<file path="src/sv/wsdf_pkg.sv">
// Shared types and constants for the WebSocket frame deframer.
`default_nettype none

package wsdf_pkg;

    localparam logic [31:0] MAX_FRAME_RESET = 32'd65536;

    localparam logic [1:0] KIND_PAYLOAD = 2'd0;
    localparam logic [1:0] KIND_EMPTY   = 2'd1;
    localparam logic [1:0] KIND_ERROR   = 2'd2;

    localparam logic [2:0] ERR_NONE       = 3'd0;
    localparam logic [2:0] ERR_OPCODE     = 3'd1;
    localparam logic [2:0] ERR_TOO_LARGE  = 3'd2;
    localparam logic [2:0] ERR_UNMASKED   = 3'd3;
    localparam logic [2:0] ERR_NO_START   = 3'd4;

    localparam logic [3:0] OP_CONT   = 4'd0;
    localparam logic [3:0] OP_TEXT   = 4'd1;
    localparam logic [3:0] OP_BINARY = 4'd2;
    localparam logic [3:0] OP_CLOSE  = 4'd8;
    localparam logic [3:0] OP_PING   = 4'd9;
    localparam logic [3:0] OP_PONG   = 4'd10;

    localparam logic [6:0] LEN_EXT16 = 7'd126;
    localparam logic [6:0] LEN_EXT64 = 7'd127;

    typedef struct packed {
        logic [1:0] kind;
        logic [7:0] data_byte;
        logic [3:0] frame_opcode;
        logic       frame_final;
        logic       is_binary;
        logic       last_of_frame;
        logic [2:0] error_code;
    } result_t;

endpackage

`default_nettype wire

</file>
<file path="src/sv/wsdf_if.sv">
// Handshake channel interfaces for received bytes, results and configuration.
`default_nettype none

interface wsdf_in_if;
    logic       valid;
    logic       ready;
    logic [7:0] rx_byte;

    modport source (output valid, output rx_byte, input ready);
    modport sink (input valid, input rx_byte, output ready);
endinterface

interface wsdf_out_if;
    logic       valid;
    logic       ready;
    logic [1:0] kind;
    logic [7:0] data_byte;
    logic [3:0] frame_opcode;
    logic       frame_final;
    logic       is_binary;
    logic       last_of_frame;
    logic [2:0] error_code;

    modport source (output valid, output kind, output data_byte, output frame_opcode,
                    output frame_final, output is_binary, output last_of_frame,
                    output error_code, input ready);
    modport sink (input valid, input kind, input data_byte, input frame_opcode,
                  input frame_final, input is_binary, input last_of_frame,
                  input error_code, output ready);
endinterface

interface wsdf_cfg_if;
    logic        valid;
    logic        ready;
    logic [31:0] max_frame_size;

    modport source (output valid, output max_frame_size, input ready);
    modport sink (input valid, input max_frame_size, output ready);
endinterface

`default_nettype wire

</file>
<file path="src/sv/websocket_frame_deframer.sv">
// Top level of the WebSocket frame deframer.
//
// Channel  Direction  Request
// rx       in         one received byte of the frame stream
// res      out        one payload byte, empty-frame marker or error
// cfg      in         new value of max_frame_size
//
// One byte is accepted every cycle unless the result register stalls; an accepted byte
// passes the input register and then the header parser, whose result goes to the result register.
// Reset clears the parser state, the fragment context, the halt flag and sets
// max_frame_size to 65536. A stalled result holds the output register; the input
// register then fills and rx.ready falls. After an error every byte is taken and dropped.
`default_nettype none

module websocket_frame_deframer (
    input  wire logic   clk,
    input  wire logic   rst_n,
    wsdf_in_if.sink     rx,
    wsdf_out_if.source  res,
    wsdf_cfg_if.sink    cfg
);

    logic              byte_valid;
    logic [7:0]        byte_data;
    logic              can_take;
    logic              advance;
    logic              fire;
    wsdf_pkg::result_t result;

    assign advance = byte_valid && can_take;

    wsdf_in_stage u_in_stage (
        .clk        (clk),
        .rst_n      (rst_n),
        .rx         (rx),
        .advance    (advance),
        .byte_valid (byte_valid),
        .byte_data  (byte_data)
    );

    wsdf_parser u_parser (
        .clk       (clk),
        .rst_n     (rst_n),
        .cfg       (cfg),
        .advance   (advance),
        .byte_data (byte_data),
        .fire      (fire),
        .result    (result)
    );

    wsdf_out_stage u_out_stage (
        .clk      (clk),
        .rst_n    (rst_n),
        .fire     (fire),
        .result   (result),
        .can_take (can_take),
        .res      (res)
    );

endmodule

`default_nettype wire

</file>
<file path="src/sv/wsdf_in_stage.sv">
// Input register that holds one received byte until the parser takes it.
`default_nettype none

module wsdf_in_stage (
    input  wire logic   clk,
    input  wire logic   rst_n,
    wsdf_in_if.sink     rx,
    input  wire logic   advance,
    output logic        byte_valid,
    output logic [7:0]  byte_data
);

    logic       valid_reg;
    logic       valid_next;
    logic [7:0] data_reg;

    assign rx.ready   = !valid_reg || advance;
    assign byte_valid = valid_reg;
    assign byte_data  = data_reg;

    always_comb
    begin
        if (rx.valid && rx.ready)
        begin
            valid_next = 1'b1;
        end
        else if (advance)
        begin
            valid_next = 1'b0;
        end
        else
        begin
            valid_next = valid_reg;
        end
    end

    always_ff @(posedge clk or negedge rst_n)
    begin
        if (!rst_n)
        begin
            valid_reg <= 1'b0;
        end
        else
        begin
            valid_reg <= valid_next;
        end
    end

    always_ff @(posedge clk)
    begin
        if (rx.valid && rx.ready)
        begin
            data_reg <= rx.rx_byte;
        end
    end

endmodule

`default_nettype wire

</file>
<file path="src/sv/wsdf_parser.sv">
// Frame header parser, fragment context and payload unmasking for one byte a cycle while advance is high.
`default_nettype none

module wsdf_parser (
    input  wire logic            clk,
    input  wire logic            rst_n,
    wsdf_cfg_if.sink             cfg,
    input  wire logic            advance,
    input  wire logic [7:0]      byte_data,
    output logic                 fire,
    output wsdf_pkg::result_t    result
);

    typedef enum logic [2:0] {
        PH_FIRST   = 3'd0,
        PH_SECOND  = 3'd1,
        PH_EXTLEN  = 3'd2,
        PH_MASK    = 3'd3,
        PH_PAYLOAD = 3'd4
    } phase_t;

    phase_t      phase_reg, phase_next;
    logic [31:0] max_frame_reg;
    logic [7:0]  first_byte_reg, first_byte_next;
    logic [3:0]  len_left_reg, len_left_next;
    logic [63:0] length_reg, length_next;
    logic [63:0] remaining_reg, remaining_next;
    logic        mask_present_reg, mask_present_next;
    logic [31:0] mask_key_reg, mask_key_next;
    logic [2:0]  mask_left_reg, mask_left_next;
    logic [1:0]  mask_index_reg, mask_index_next;
    logic [3:0]  header_size_reg, header_size_next;
    logic        frag_active_reg, frag_active_next;
    logic        frag_binary_reg, frag_binary_next;
    logic [31:0] frag_mask_reg, frag_mask_next;
    logic        halted_reg, halted_next;

    logic [3:0]  opcode;
    logic        fin;
    logic        op_ok;
    logic        cur_binary;
    logic        header_done;
    logic [31:0] room;
    logic        too_large;
    logic [2:0]  err;
    logic [7:0]  key_byte;

    assign cfg.ready = 1'b1;
    assign opcode    = first_byte_reg[3:0];
    assign fin       = first_byte_reg[7];

    assign op_ok = (opcode == wsdf_pkg::OP_CONT) || (opcode == wsdf_pkg::OP_TEXT) ||
                   (opcode == wsdf_pkg::OP_BINARY) || (opcode == wsdf_pkg::OP_CLOSE) ||
                   (opcode == wsdf_pkg::OP_PING) || (opcode == wsdf_pkg::OP_PONG);

    assign cur_binary = (opcode == wsdf_pkg::OP_CONT) ? frag_binary_reg
                                                      : (opcode == wsdf_pkg::OP_BINARY);

    always_comb
    begin
        case (mask_index_reg)
            2'd0:    key_byte = mask_key_reg[31:24];
            2'd1:    key_byte = mask_key_reg[23:16];
            2'd2:    key_byte = mask_key_reg[15:8];
            default: key_byte = mask_key_reg[7:0];
        endcase
    end

    always_comb
    begin
        phase_next        = phase_reg;
        first_byte_next   = first_byte_reg;
        len_left_next     = len_left_reg;
        length_next       = length_reg;
        remaining_next    = remaining_reg;
        mask_present_next = mask_present_reg;
        mask_key_next     = mask_key_reg;
        mask_left_next    = mask_left_reg;
        mask_index_next   = mask_index_reg;
        header_size_next  = header_size_reg;
        frag_active_next  = frag_active_reg;
        frag_binary_next  = frag_binary_reg;
        frag_mask_next    = frag_mask_reg;
        halted_next       = halted_reg;
        header_done       = 1'b0;
        fire              = 1'b0;
        room              = '0;
        too_large         = 1'b0;
        err               = wsdf_pkg::ERR_NONE;
        result            = '0;
        result.frame_opcode = opcode;
        result.frame_final  = fin;

        if (advance && !halted_reg)
        begin
            case (phase_reg)
                PH_SECOND:
                begin
                    length_next       = {57'd0, byte_data[6:0]};
                    mask_present_next = byte_data[7];
                    header_size_next  = 4'd2;
                    len_left_next     = 4'd0;
                    if (byte_data[6:0] == wsdf_pkg::LEN_EXT16)
                    begin
                        len_left_next    = 4'd2;
                        header_size_next = 4'd4;
                        length_next      = '0;
                    end
                    else if (byte_data[6:0] == wsdf_pkg::LEN_EXT64)
                    begin
                        len_left_next    = 4'd8;
                        header_size_next = 4'd10;
                        length_next      = '0;
                    end
                    mask_left_next = 3'd0;
                    if (byte_data[7])
                    begin
                        mask_left_next   = 3'd4;
                        header_size_next = header_size_next + 4'd4;
                    end
                    if (len_left_next != 4'd0)
                    begin
                        phase_next = PH_EXTLEN;
                    end
                    else if (byte_data[7])
                    begin
                        phase_next = PH_MASK;
                    end
                    else
                    begin
                        header_done = 1'b1;
                    end
                end
                PH_EXTLEN:
                begin
                    length_next   = {length_reg[55:0], byte_data};
                    len_left_next = len_left_reg - 4'd1;
                    if (len_left_next == 4'd0)
                    begin
                        if (mask_present_reg)
                        begin
                            phase_next = PH_MASK;
                        end
                        else
                        begin
                            header_done = 1'b1;
                        end
                    end
                end
                PH_MASK:
                begin
                    mask_key_next  = {mask_key_reg[23:0], byte_data};
                    mask_left_next = mask_left_reg - 3'd1;
                    if (mask_left_next == 3'd0)
                    begin
                        header_done = 1'b1;
                    end
                end
                PH_PAYLOAD:
                begin
                    mask_index_next      = mask_index_reg + 2'd1;
                    remaining_next       = remaining_reg - 64'd1;
                    fire                 = 1'b1;
                    result.kind          = wsdf_pkg::KIND_PAYLOAD;
                    result.data_byte     = byte_data ^ key_byte;
                    result.is_binary     = cur_binary;
                    result.last_of_frame = (remaining_reg == 64'd1);
                    if (remaining_reg == 64'd1)
                    begin
                        phase_next = PH_FIRST;
                    end
                end
                default:
                begin
                    first_byte_next  = byte_data;
                    header_size_next = 4'd2;
                    phase_next       = PH_SECOND;
                end
            endcase
        end

        if (header_done)
        begin
            room      = max_frame_reg - {28'd0, header_size_next};
            too_large = ({28'd0, header_size_next} > max_frame_reg) ||
                        (length_next[63:32] != 32'd0) || (length_next[31:0] > room);
            if (!op_ok)
            begin
                err = wsdf_pkg::ERR_OPCODE;
            end
            else if (too_large)
            begin
                err = wsdf_pkg::ERR_TOO_LARGE;
            end
            else if (!mask_present_next && !frag_active_reg)
            begin
                err = wsdf_pkg::ERR_UNMASKED;
            end
            else if ((opcode == wsdf_pkg::OP_CONT) && !frag_active_reg)
            begin
                err = wsdf_pkg::ERR_NO_START;
            end

            if (err != wsdf_pkg::ERR_NONE)
            begin
                fire              = 1'b1;
                result.kind       = wsdf_pkg::KIND_ERROR;
                result.error_code = err;
                halted_next       = 1'b1;
            end
            else
            begin
                if (!fin)
                begin
                    if (!frag_active_reg)
                    begin
                        frag_active_next = 1'b1;
                        frag_mask_next   = mask_key_next;
                        frag_binary_next = (opcode == wsdf_pkg::OP_BINARY);
                    end
                    else
                    begin
                        mask_key_next = frag_mask_reg;
                    end
                end
                else
                begin
                    if (!mask_present_next)
                    begin
                        mask_key_next = frag_mask_reg;
                    end
                    frag_active_next = 1'b0;
                end
                mask_index_next = 2'd0;
                remaining_next  = length_next;
                if (length_next == 64'd0)
                begin
                    fire                 = 1'b1;
                    result.kind          = wsdf_pkg::KIND_EMPTY;
                    result.is_binary     = (opcode == wsdf_pkg::OP_CONT) ? frag_binary_next
                                                                         : (opcode == wsdf_pkg::OP_BINARY);
                    result.last_of_frame = 1'b1;
                    phase_next           = PH_FIRST;
                end
                else
                begin
                    phase_next = PH_PAYLOAD;
                end
            end
        end
    end

    always_ff @(posedge clk or negedge rst_n)
    begin
        if (!rst_n)
        begin
            phase_reg        <= PH_FIRST;
            max_frame_reg    <= wsdf_pkg::MAX_FRAME_RESET;
            first_byte_reg   <= '0;
            len_left_reg     <= '0;
            length_reg       <= '0;
            remaining_reg    <= '0;
            mask_present_reg <= 1'b0;
            mask_key_reg     <= '0;
            mask_left_reg    <= '0;
            mask_index_reg   <= '0;
            header_size_reg  <= 4'd2;
            frag_active_reg  <= 1'b0;
            frag_binary_reg  <= 1'b0;
            frag_mask_reg    <= '0;
            halted_reg       <= 1'b0;
        end
        else
        begin
            phase_reg        <= phase_next;
            if (cfg.valid)
            begin
                max_frame_reg <= cfg.max_frame_size;
            end
            first_byte_reg   <= first_byte_next;
            len_left_reg     <= len_left_next;
            length_reg       <= length_next;
            remaining_reg    <= remaining_next;
            mask_present_reg <= mask_present_next;
            mask_key_reg     <= mask_key_next;
            mask_left_reg    <= mask_left_next;
            mask_index_reg   <= mask_index_next;
            header_size_reg  <= header_size_next;
            frag_active_reg  <= frag_active_next;
            frag_binary_reg  <= frag_binary_next;
            frag_mask_reg    <= frag_mask_next;
            halted_reg       <= halted_next;
        end
    end

endmodule

`default_nettype wire

</file>
<file path="src/sv/wsdf_out_stage.sv">
// Result register that holds one parsed result until the consumer takes it.
`default_nettype none

module wsdf_out_stage (
    input  wire logic               clk,
    input  wire logic               rst_n,
    input  wire logic               fire,
    input  wire wsdf_pkg::result_t  result,
    output logic                    can_take,
    wsdf_out_if.source              res
);

    logic              valid_reg;
    logic              valid_next;
    wsdf_pkg::result_t data_reg;

    assign can_take          = !valid_reg || res.ready;
    assign res.valid         = valid_reg;
    assign res.kind          = data_reg.kind;
    assign res.data_byte     = data_reg.data_byte;
    assign res.frame_opcode  = data_reg.frame_opcode;
    assign res.frame_final   = data_reg.frame_final;
    assign res.is_binary     = data_reg.is_binary;
    assign res.last_of_frame = data_reg.last_of_frame;
    assign res.error_code    = data_reg.error_code;

    always_comb
    begin
        if (fire)
        begin
            valid_next = 1'b1;
        end
        else if (res.ready)
        begin
            valid_next = 1'b0;
        end
        else
        begin
            valid_next = valid_reg;
        end
    end

    always_ff @(posedge clk or negedge rst_n)
    begin
        if (!rst_n)
        begin
            valid_reg <= 1'b0;
        end
        else
        begin
            valid_reg <= valid_next;
        end
    end

    always_ff @(posedge clk)
    begin
        if (fire)
        begin
            data_reg <= result;
        end
    end

endmodule

`default_nettype wire

</file>
<file path="src/flat_wrapper.sv">
// flat-port wrapper written by rule: the top's interface ports become plain ports
module websocket_frame_deframer_flat 
  (clk, rst_n, rx_valid, rx_rx_byte, rx_ready, res_valid, res_kind, res_data_byte, res_frame_opcode, res_frame_final, res_is_binary, res_last_of_frame, res_error_code, res_ready, cfg_valid, cfg_max_frame_size, cfg_ready);
  wsdf_in_if rx_i ();
  wsdf_out_if res_i ();
  wsdf_cfg_if cfg_i ();
  input  wire logic clk;
  input  wire logic rst_n;
  input wire logic [$bits(rx_i.valid)-1:0] rx_valid;
  input wire logic [$bits(rx_i.rx_byte)-1:0] rx_rx_byte;
  output wire logic [$bits(rx_i.ready)-1:0] rx_ready;
  output wire logic [$bits(res_i.valid)-1:0] res_valid;
  output wire logic [$bits(res_i.kind)-1:0] res_kind;
  output wire logic [$bits(res_i.data_byte)-1:0] res_data_byte;
  output wire logic [$bits(res_i.frame_opcode)-1:0] res_frame_opcode;
  output wire logic [$bits(res_i.frame_final)-1:0] res_frame_final;
  output wire logic [$bits(res_i.is_binary)-1:0] res_is_binary;
  output wire logic [$bits(res_i.last_of_frame)-1:0] res_last_of_frame;
  output wire logic [$bits(res_i.error_code)-1:0] res_error_code;
  input wire logic [$bits(res_i.ready)-1:0] res_ready;
  input wire logic [$bits(cfg_i.valid)-1:0] cfg_valid;
  input wire logic [$bits(cfg_i.max_frame_size)-1:0] cfg_max_frame_size;
  output wire logic [$bits(cfg_i.ready)-1:0] cfg_ready;
  assign rx_i.valid = rx_valid;
  assign rx_i.rx_byte = rx_rx_byte;
  assign rx_ready = rx_i.ready;
  assign res_valid = res_i.valid;
  assign res_kind = res_i.kind;
  assign res_data_byte = res_i.data_byte;
  assign res_frame_opcode = res_i.frame_opcode;
  assign res_frame_final = res_i.frame_final;
  assign res_is_binary = res_i.is_binary;
  assign res_last_of_frame = res_i.last_of_frame;
  assign res_error_code = res_i.error_code;
  assign res_i.ready = res_ready;
  assign cfg_i.valid = cfg_valid;
  assign cfg_i.max_frame_size = cfg_max_frame_size;
  assign cfg_ready = cfg_i.ready;
  websocket_frame_deframer u_core (.clk(clk), .rst_n(rst_n), .rx(rx_i), .res(res_i), .cfg(cfg_i));
endmodule
</file>
<file path="config.mk">
export PLATFORM = sky130hd
export DESIGN_NAME = websocket_frame_deframer_flat
export DESIGN_NICKNAME = d
export VERILOG_FILES = /design/src/sv/wsdf_pkg.sv /design/src/sv/wsdf_if.sv /design/src/sv/websocket_frame_deframer.sv /design/src/sv/wsdf_in_stage.sv /design/src/sv/wsdf_parser.sv /design/src/sv/wsdf_out_stage.sv /design/src/flat_wrapper.sv
export SDC_FILE = /design/constraint.sdc
export NUM_CORES = 1
export LEC_CHECK = 0
export ABC_AREA = 1
export BUFFER_PORTS_ARGS = -buffer_cell sky130_fd_sc_hd__buf_4
export CAP_MARGIN = 20
export CORE_AREA = 2 2 143 215
export DETAILED_ROUTE_END_ITERATION = 12
export DIE_AREA = 0 0 145 217
export PLACE_DENSITY = 0.84
export SETUP_SLACK_MARGIN = 0.1
export SLEW_MARGIN = 20
export SYNTH_ARGS = -nofsm -noshare
export SYNTH_HDL_FRONTEND = slang
export SYNTH_HIERARCHICAL = 1
export SYNTH_SLANG_ARGS = --single-unit
</file>
<file path="constraint.sdc">
create_clock -name clk -period 7 [get_ports clk]
set_input_delay 0.35 -clock clk [delete_from_list [all_inputs] [get_ports clk]]
set_output_delay 0.35 -clock clk [all_outputs]
set_load 0.03 [all_outputs]
</file>
* Word level (Yosys, flattened, before mapping)
Index checks and enable logic that the tools add are counted.
Word-level totals: register bits after elaboration 282, bits of input ports 45, output and inout port bits 23, logic and storage cells 172
Cells by class: add/subtract/negate cells 6, $lt $le $gt $ge 2, equal/unequal tests 14, muxes and demuxes 81, bitwise operators 4, reduce and logical (&&, ||, !) cells 40
Operator list (number):
- two-way mux 64 bit | 5
- two-way mux 32 bit | 7
- case mux 64 bit (2 select lines) | 1
- == test 64 x 1 -> 1 bit, second input constant | 1
- zero test 64 bit | 1
- subtractor 64 x 1 -> 64 bit, second input constant | 1
- two-way mux 3 bit | 16
- two-way mux 4 bit | 10
- greater-than comparator 32 bit | 1
- greater-than comparator 4 x 32 -> 1 bit | 1
- nonzero test 32 bit | 1
- subtractor 32 x 4 -> 32 bit | 1
- case mux 8 bit (3 select lines) | 1
- two-way mux 1 bit | 22
- two-way mux 2 bit | 11
- case mux 4 bit (2 select lines) | 2
- == test 7 bit, second input constant | 2
- two-way mux 7 bit | 2
- == test 4 bit, second input constant | 3
- case mux 3 bit (4 select lines) | 1
- AND reduction 2 bit | 6
- logical OR 1 bit | 9
- zero test 4 bit | 2
- nonzero test 2 bit | 4
- 25 further kinds | 36

* Longest topological paths before layout
depth after elaboration 19, depth in mapped cells 38, depth with buffers taken out 36

* Hierarchy
Netlist, hierarchy kept.
By module, submodules not included:
- wsdf_parser | times used 1, cells each 2129, area an instance 15214.6 um2, seq. area each 6233.5 um2
- wsdf_out_stage | times used 1, cells each 25, area an instance 645.6 um2, seq. area each 625.6 um2
- wsdf_in_stage | times used 1, cells each 14, area an instance 285.3 um2, seq. area each 265.3 um2
- websocket_frame_deframer | times used 1, cells each 2, area an instance 7.5 um2, seq. area each 0.0 um2

* Worst setup path before layout
OpenSTA, ideal clock, no wires.
path kind register to register, start point register u_core.u_out_stage.valid_reg, in the netlist u_core/u_out_stage/res.valid, end point register u_core.u_out_stage.data_reg (netlist bit u_core/u_out_stage/res.data_byte[0]), enable pin, setup time 0.427 ns, data arrival time 6.232 ns, data required time 6.573 ns, slack 0.341 ns, cell stages (with the launch flop) 33, buffers on the path 2, clock period less this slack 6.659 ns, path through dfrtp_1 -> nand2_2 -> nand2_1 -> inv_1 -> nand2_1 -> clkbuf_1 -> nor2_1 -> inv_1 -> o211ai_1 -> fa_1 -> or2_2 -> nand2_1 -> a21oi_1 -> nand4_1 -> nor2_1 -> nand2_1 -> nor2_1 -> nand3_1 -> inv_1 -> nand3_1 -> xor2_1 -> ha_1 -> nand2_1 -> nor2_1 -> nand4_1 -> nor4_1 -> nand2_1 -> nand2_1 -> nand2_1 -> nand4_2 -> nor2_4 -> buf_2 -> o21ai_0
On the way: word-level cells in the longest chain between the ends 14, elaborated cells on any way between the ends 26, classes of those cells add/sub (1); order compare (2); mux (12); reduce/logical (11)
RTL lines:
- start, declared | line wsdf_out_stage.sv:13 | logic valid_reg;
- start signal, assigned | line wsdf_out_stage.sv:51 | valid_reg <= valid_next;
- zero test 1 bit * | line wsdf_out_stage.sv:17 | assign can_take = !valid_reg || res.ready;
- logical OR 1 bit * | line wsdf_out_stage.sv:17
- via u_core.can_take | line websocket_frame_deframer.sv:25 | logic can_take;
- logical AND 1 bit * | line websocket_frame_deframer.sv:30 | assign advance = byte_valid && can_take;
- via u_core.advance | line websocket_frame_deframer.sv:26 | logic advance;
- logical AND 1 bit * | line wsdf_parser.sv:94 | if (advance && !halted_reg)
- two-way mux 4 bit * | line wsdf_parser.sv:94
- via u_core.u_parser.header_size_next[1] | line wsdf_parser.sv:32 | logic [3:0] header_size_reg, header_size_next;
- (+2 left out)
- logical OR 1 bit * | line wsdf_parser.sv:186 | (length_next[63:32] != 32'd0) || (length_next[31:0] > room);
- two-way mux 3 bit * | line wsdf_parser.sv:191 | else if (too_large)
- two-way mux 3 bit * | line wsdf_parser.sv:187 | if (!op_ok)
- two-way mux 3 bit * | line wsdf_parser.sv:182 | if (header_done)
- nonzero test 3 bit * | line wsdf_parser.sv:204 | if (err != wsdf_pkg::ERR_NONE)
- two-way mux 1 bit * | line wsdf_parser.sv:204
- two-way mux 1 bit * | line wsdf_parser.sv:182
- via u_core.fire | line websocket_frame_deframer.sv:27 | logic fire;
- end signal, assigned | line wsdf_out_stage.sv:59 | data_reg <= result;
- end, declared | line wsdf_out_stage.sv:15 | wsdf_pkg::result_t data_reg;
The timed path passes the listed nets; every way through them passes the cells marked *. The select of a mux whose other input is x is not followed. A chain may end at the register's enable or synchronous reset.

* Worst setup path after layout
start point register u_core.u_in_stage.data_reg[4], in the netlist u_core/u_in_stage/byte_data[4], end point register u_core.u_parser.mask_key_reg[28]
On the way: word-level cells in the longest chain between the ends 18, elaborated cells on any way between the ends 33, classes of those cells add/sub (2); order compare (2); eq/ne (2); mux (23); reduce/logical (4)
RTL lines:
- start, declared | line wsdf_in_stage.sv:15 | logic [7:0] data_reg;
- start signal, assigned | line wsdf_in_stage.sv:53 | data_reg <= rx.rx_byte;
- == test 7 bit | line wsdf_parser.sv:109 | else if (byte_data[6:0] == wsdf_pkg::LEN_EXT64)
- two-way mux 4 bit | line wsdf_parser.sv:109
- two-way mux 4 bit | line wsdf_parser.sv:103 | if (byte_data[6:0] == wsdf_pkg::LEN_EXT16)
- two-way mux 4 bit | line wsdf_parser.sv:96 | case (phase_reg)
- two-way mux 4 bit | line wsdf_parser.sv:94
- adder 4 x 3 -> 4 bit | line wsdf_parser.sv:119 | header_size_next = header_size_next + 4'd4;
- two-way mux 4 bit | line wsdf_parser.sv:116 | if (byte_data[7])
- case mux 4 bit (2 select lines) | line wsdf_parser.sv:96
- (+3 left out)
- logical OR 1 bit | line wsdf_parser.sv:186
- two-way mux 3 bit | line wsdf_parser.sv:191
- two-way mux 3 bit | line wsdf_parser.sv:187
- two-way mux 3 bit | line wsdf_parser.sv:182
- nonzero test 3 bit | line wsdf_parser.sv:204
- two-way mux 32 bit | line wsdf_parser.sv:204
- two-way mux 32 bit * | line wsdf_parser.sv:182
- via u_core.u_parser.mask_key_next[28] | line wsdf_parser.sv:29 | logic [31:0] mask_key_reg, mask_key_next;
- end signal, assigned | line wsdf_parser.sv:285 | mask_key_reg <= mask_key_next;
- end, declared | line wsdf_parser.sv:29
Marks and branches as above.

==> flow_summary.json <==
{
  "outcome": "finished, final reports clean",
  "pin_count": 68,
  "internal_power_mw": 2.64,
  "max_freq_ghz": 0.156,
  "gp_congestion": 0.931,
  "synthesis.area_um2": 16200,
  "tritoncts": "yes",
  "grt_usage": 0.288,
  "grt_pass1_wl_um": 73500,
  "grt_pass1_vias": 15026,
  "layout_common_cells": "549 x nand2_1, 276 x inv_1, 256 x nor2_1",
  "drv_slew": 0,
  "clock_latency_ns": 0.56,
  "nNetsFinal": 2321,
  "final-hold-violation-count": 0,
  "num_rows": 78,
  "crit_path_end": "u_core/u_parser/mask_key_reg[28]",
  "synth_cell_type_count": 46,
  "antenna_found_initial": 0,
  "root_buffer": "clkbuf_16",
  "post-synth-top-area-cell": "dfrtp_1",
  "reg2reg_depth": 34,
  "cap_violations": 0,
  "clockBufferDepth": 3,
  "core_area_um2": 29800,
  "path_max_fanout": 62,
  "ant_nets": 0,
  "rsz0062_at_grt": "false",
  "worstHoldPathCells": 3,
  "syn2layout_area_growth_pct": 12.9,
  "endpoint_kind": "register",
  "drive_above_1_share": 0.0844,
  "antennaDiodeCount": 0,
  "swShare": 0.229,
  "setup_tns_ns": 0,
  "syn_nets": 2262,
  "cp_common_cell": "nand2_1",
  "max_slew.worst_pin.slew_ns": 1.12,
  "irDropWorstVdd_uv": 170,
  "die_x_um": 145,
  "ys_seq_area_frac": 0.441,
  "setup_viol": 0,
  "first_iter_violations": 1218,
  "cp-start-kind": "register",
  "final.period_utilization": 0.916,
  "slew-limit-headroom": 0.256,
  "die_h_um": 217,
  "p_per_area_nw_per_um2": 188,
  "fin_skew_ns": 0.0201,
  "cts.clk_slew.worst_paths_ns": 0.07,
  "synth_top_area_share": 0.386,
  "critPathKind": "reg2reg",
  "fin_area_um2": 18200,
  "postSynthCellCount": 2170,
  "ys_dominant_reg_cell": "dfrtp_1",
  "critPathLaunch": "u_core/u_in_stage/byte_data[4]",
  "crit_slowest_cell": "edfxtp_1",
  "synth_edf_count": 28,
  "synth_warnings": 6,
  "start_util": 0.543,
  "dpl-instance-area_um2": 17000,
  "avgSynthCellArea_um2": 7.44,
  "vias": 14995,
  "r2r-start": "u_core/u_in_stage/byte_data[4]",
  "synth_area_leaders": "dfrtp_1 39%, nand2_1 13%, inv_1 6.4%",
  "min_path_type": "in2reg",
  "clock-sinks": 279,
  "post_drt_wl_per_cell_um": 17.2,
  "cts_made_buffers": 27,
  "max_stage_delay_ns": 0.36,
  "r2r_end": "u_core/u_parser/mask_key_reg[28]",
  "drc_errors": 0,
  "layout_commonest_cell": "nand2_1",
  "via_per_inst": 5.66,
  "cts_max_level": 1,
  "overflow": 0,
  "finalWirelength_um": 45600,
  "async_flop_share": 0.900,
  "pwr-share-comb": 0.055,
  "p_sw_mw": 0.783,
  "fin_crit_ns": 6.41,
  "required_ns": 7.42,
  "ys_seq_elements": 279,
  "grt_max_degree": 182,
  "p_seq_frac": 0.490,
  "p_leak_nw": 9.72,
  "fp.dieArea_um2": 31500,
  "dr.pass1.iters": 6,
  "arrival_ns": 6.83,
  "dp_hpwl_um": 31200,
  "clkPwrFrac": 0.455,
  "ff2ff_setup_slack_ns": 0.59,
  "io_buffer_count": 66
}
-- repair_timing --
action	CTS	global route
gates resized for setup	0	6
endpoints found under the hold margin	94	0
hold buffers	27	0
setup endpoints to repair	0	116
buffers inserted	0	0
-- routing by layer --
| layer | wire length, µm | vias to the layer above | GRT usage |
|---|---|---|---|
| li1 | - | 7108 | - |
| met1 | 16600 | 7102 | 0.321 |
| met2 | 23200 | 606 | 0.518 |
| met3 | 2570 | 179 | 0.0354 |
| met4 | 3210 | 0 | 0.186 |
| met5 | 0 | - | 0 |
-- cell usage after synthesis (12+ instances only) --
| master | n |
|---|---|
| nand2_1 | 551 |
| inv_1 | 277 |
| nor2_1 | 261 |
| dfrtp_1 | 249 |
| o21ai_0 | 190 |
| a21oi_1 | 115 |
| nand3_1 | 85 |
| nand4_1 | 56 |
| xor2_1 | 55 |
| clkbuf_1 | 52 |
| ha_1 | 46 |
| nor3_1 | 31 |
| edfxtp_1 | 28 |
| or2_2 | 19 |
| a22oi_1 | 17 |
| buf_2 | 16 |
| xnor2_1 | 16 |
| nor4_1 | 12 |
-- cells by family after synthesis --
family | after synthesis | synth area share
other | 1 | 0.000232
DFF | 279 | 0.441
adders and majority gates | 47 | 0.0369
muxes | 10 | 0.00697
buffers and inverters | 367 | 0.0900
AOI/OAI and AO/OA | 361 | 0.118
xor gates and xnor gates | 71 | 0.0385
and+or+nand+nor | 1034 | 0.268
-- final cells by class --
class / instances / area [µm²]
clock buffer: 37 / 805
clock inverter: 13 / 141
fill: 2512 / 11500
inverter: 282 / 1060
multi-input combinational: 1525 / 7630
sequential: 279 / 7120
tap: 400 / 500
timing repair buffer: 114 / 976
-- stage by stage --
stage                     setup WS, ns  hold WS (ns)  cells  total power [mW]   util
after global routing            0.0365        0.0150   2650              3.54  0.613
final                            0.588        0.0199   2650              3.42  0.613
after CTS                        0.443      0.000107   2648              3.45  0.611
after floorplan                  0.341        0.0544   2170              1.79      -
after detailed placement         0.522         0.356   2571              1.88  0.570
after global placement           0.690         0.351   2571              1.87  0.570
-- how the worst min path moves through the flow --
stage | endpoint | slack, ns | startpoint
after floorplan | u_core/u_in_stage/byte_valid | 0.05 | rst_n
after global placement | u_core/u_parser/max_frame_reg[27] | 0.35 | rst_n
after detailed placement | u_core/u_parser/length_reg[49] | 0.36 | rst_n
after CTS | u_core/u_parser/max_frame_reg[7] | 0.0001 | cfg_max_frame_size[7]
after global routing | u_core/u_parser/max_frame_reg[2] | 0.01 | cfg_max_frame_size[2]
final | u_core/u_parser/max_frame_reg[19] | 0.02 | cfg_max_frame_size[19]
-- critical path: cells and delay by family (launching register included) --
kind | cells | cell delay [ns]
flops | 1 | 0.36
buf+inv | 4 | 0.63
compound gates | 5 | 0.81
simple gates | 22 | 3.71
fa+ha+maj | 2 | 0.57
xor+xnor | 1 | 0.16
-- power by group through the flow --
stage / Clock [mW] / Combinational, mW / Sequential [mW]
floorplan: 0 / 0.0943 / 1.70
global placement: 0 / 0.166 / 1.71
detailed placement: 0 / 0.172 / 1.71
CTS: 1.59 / 0.185 / 1.68
global route: 1.65 / 0.213 / 1.68
finish: 1.56 / 0.188 / 1.68
No activity file was read; power rests on OpenSTA's default activity.
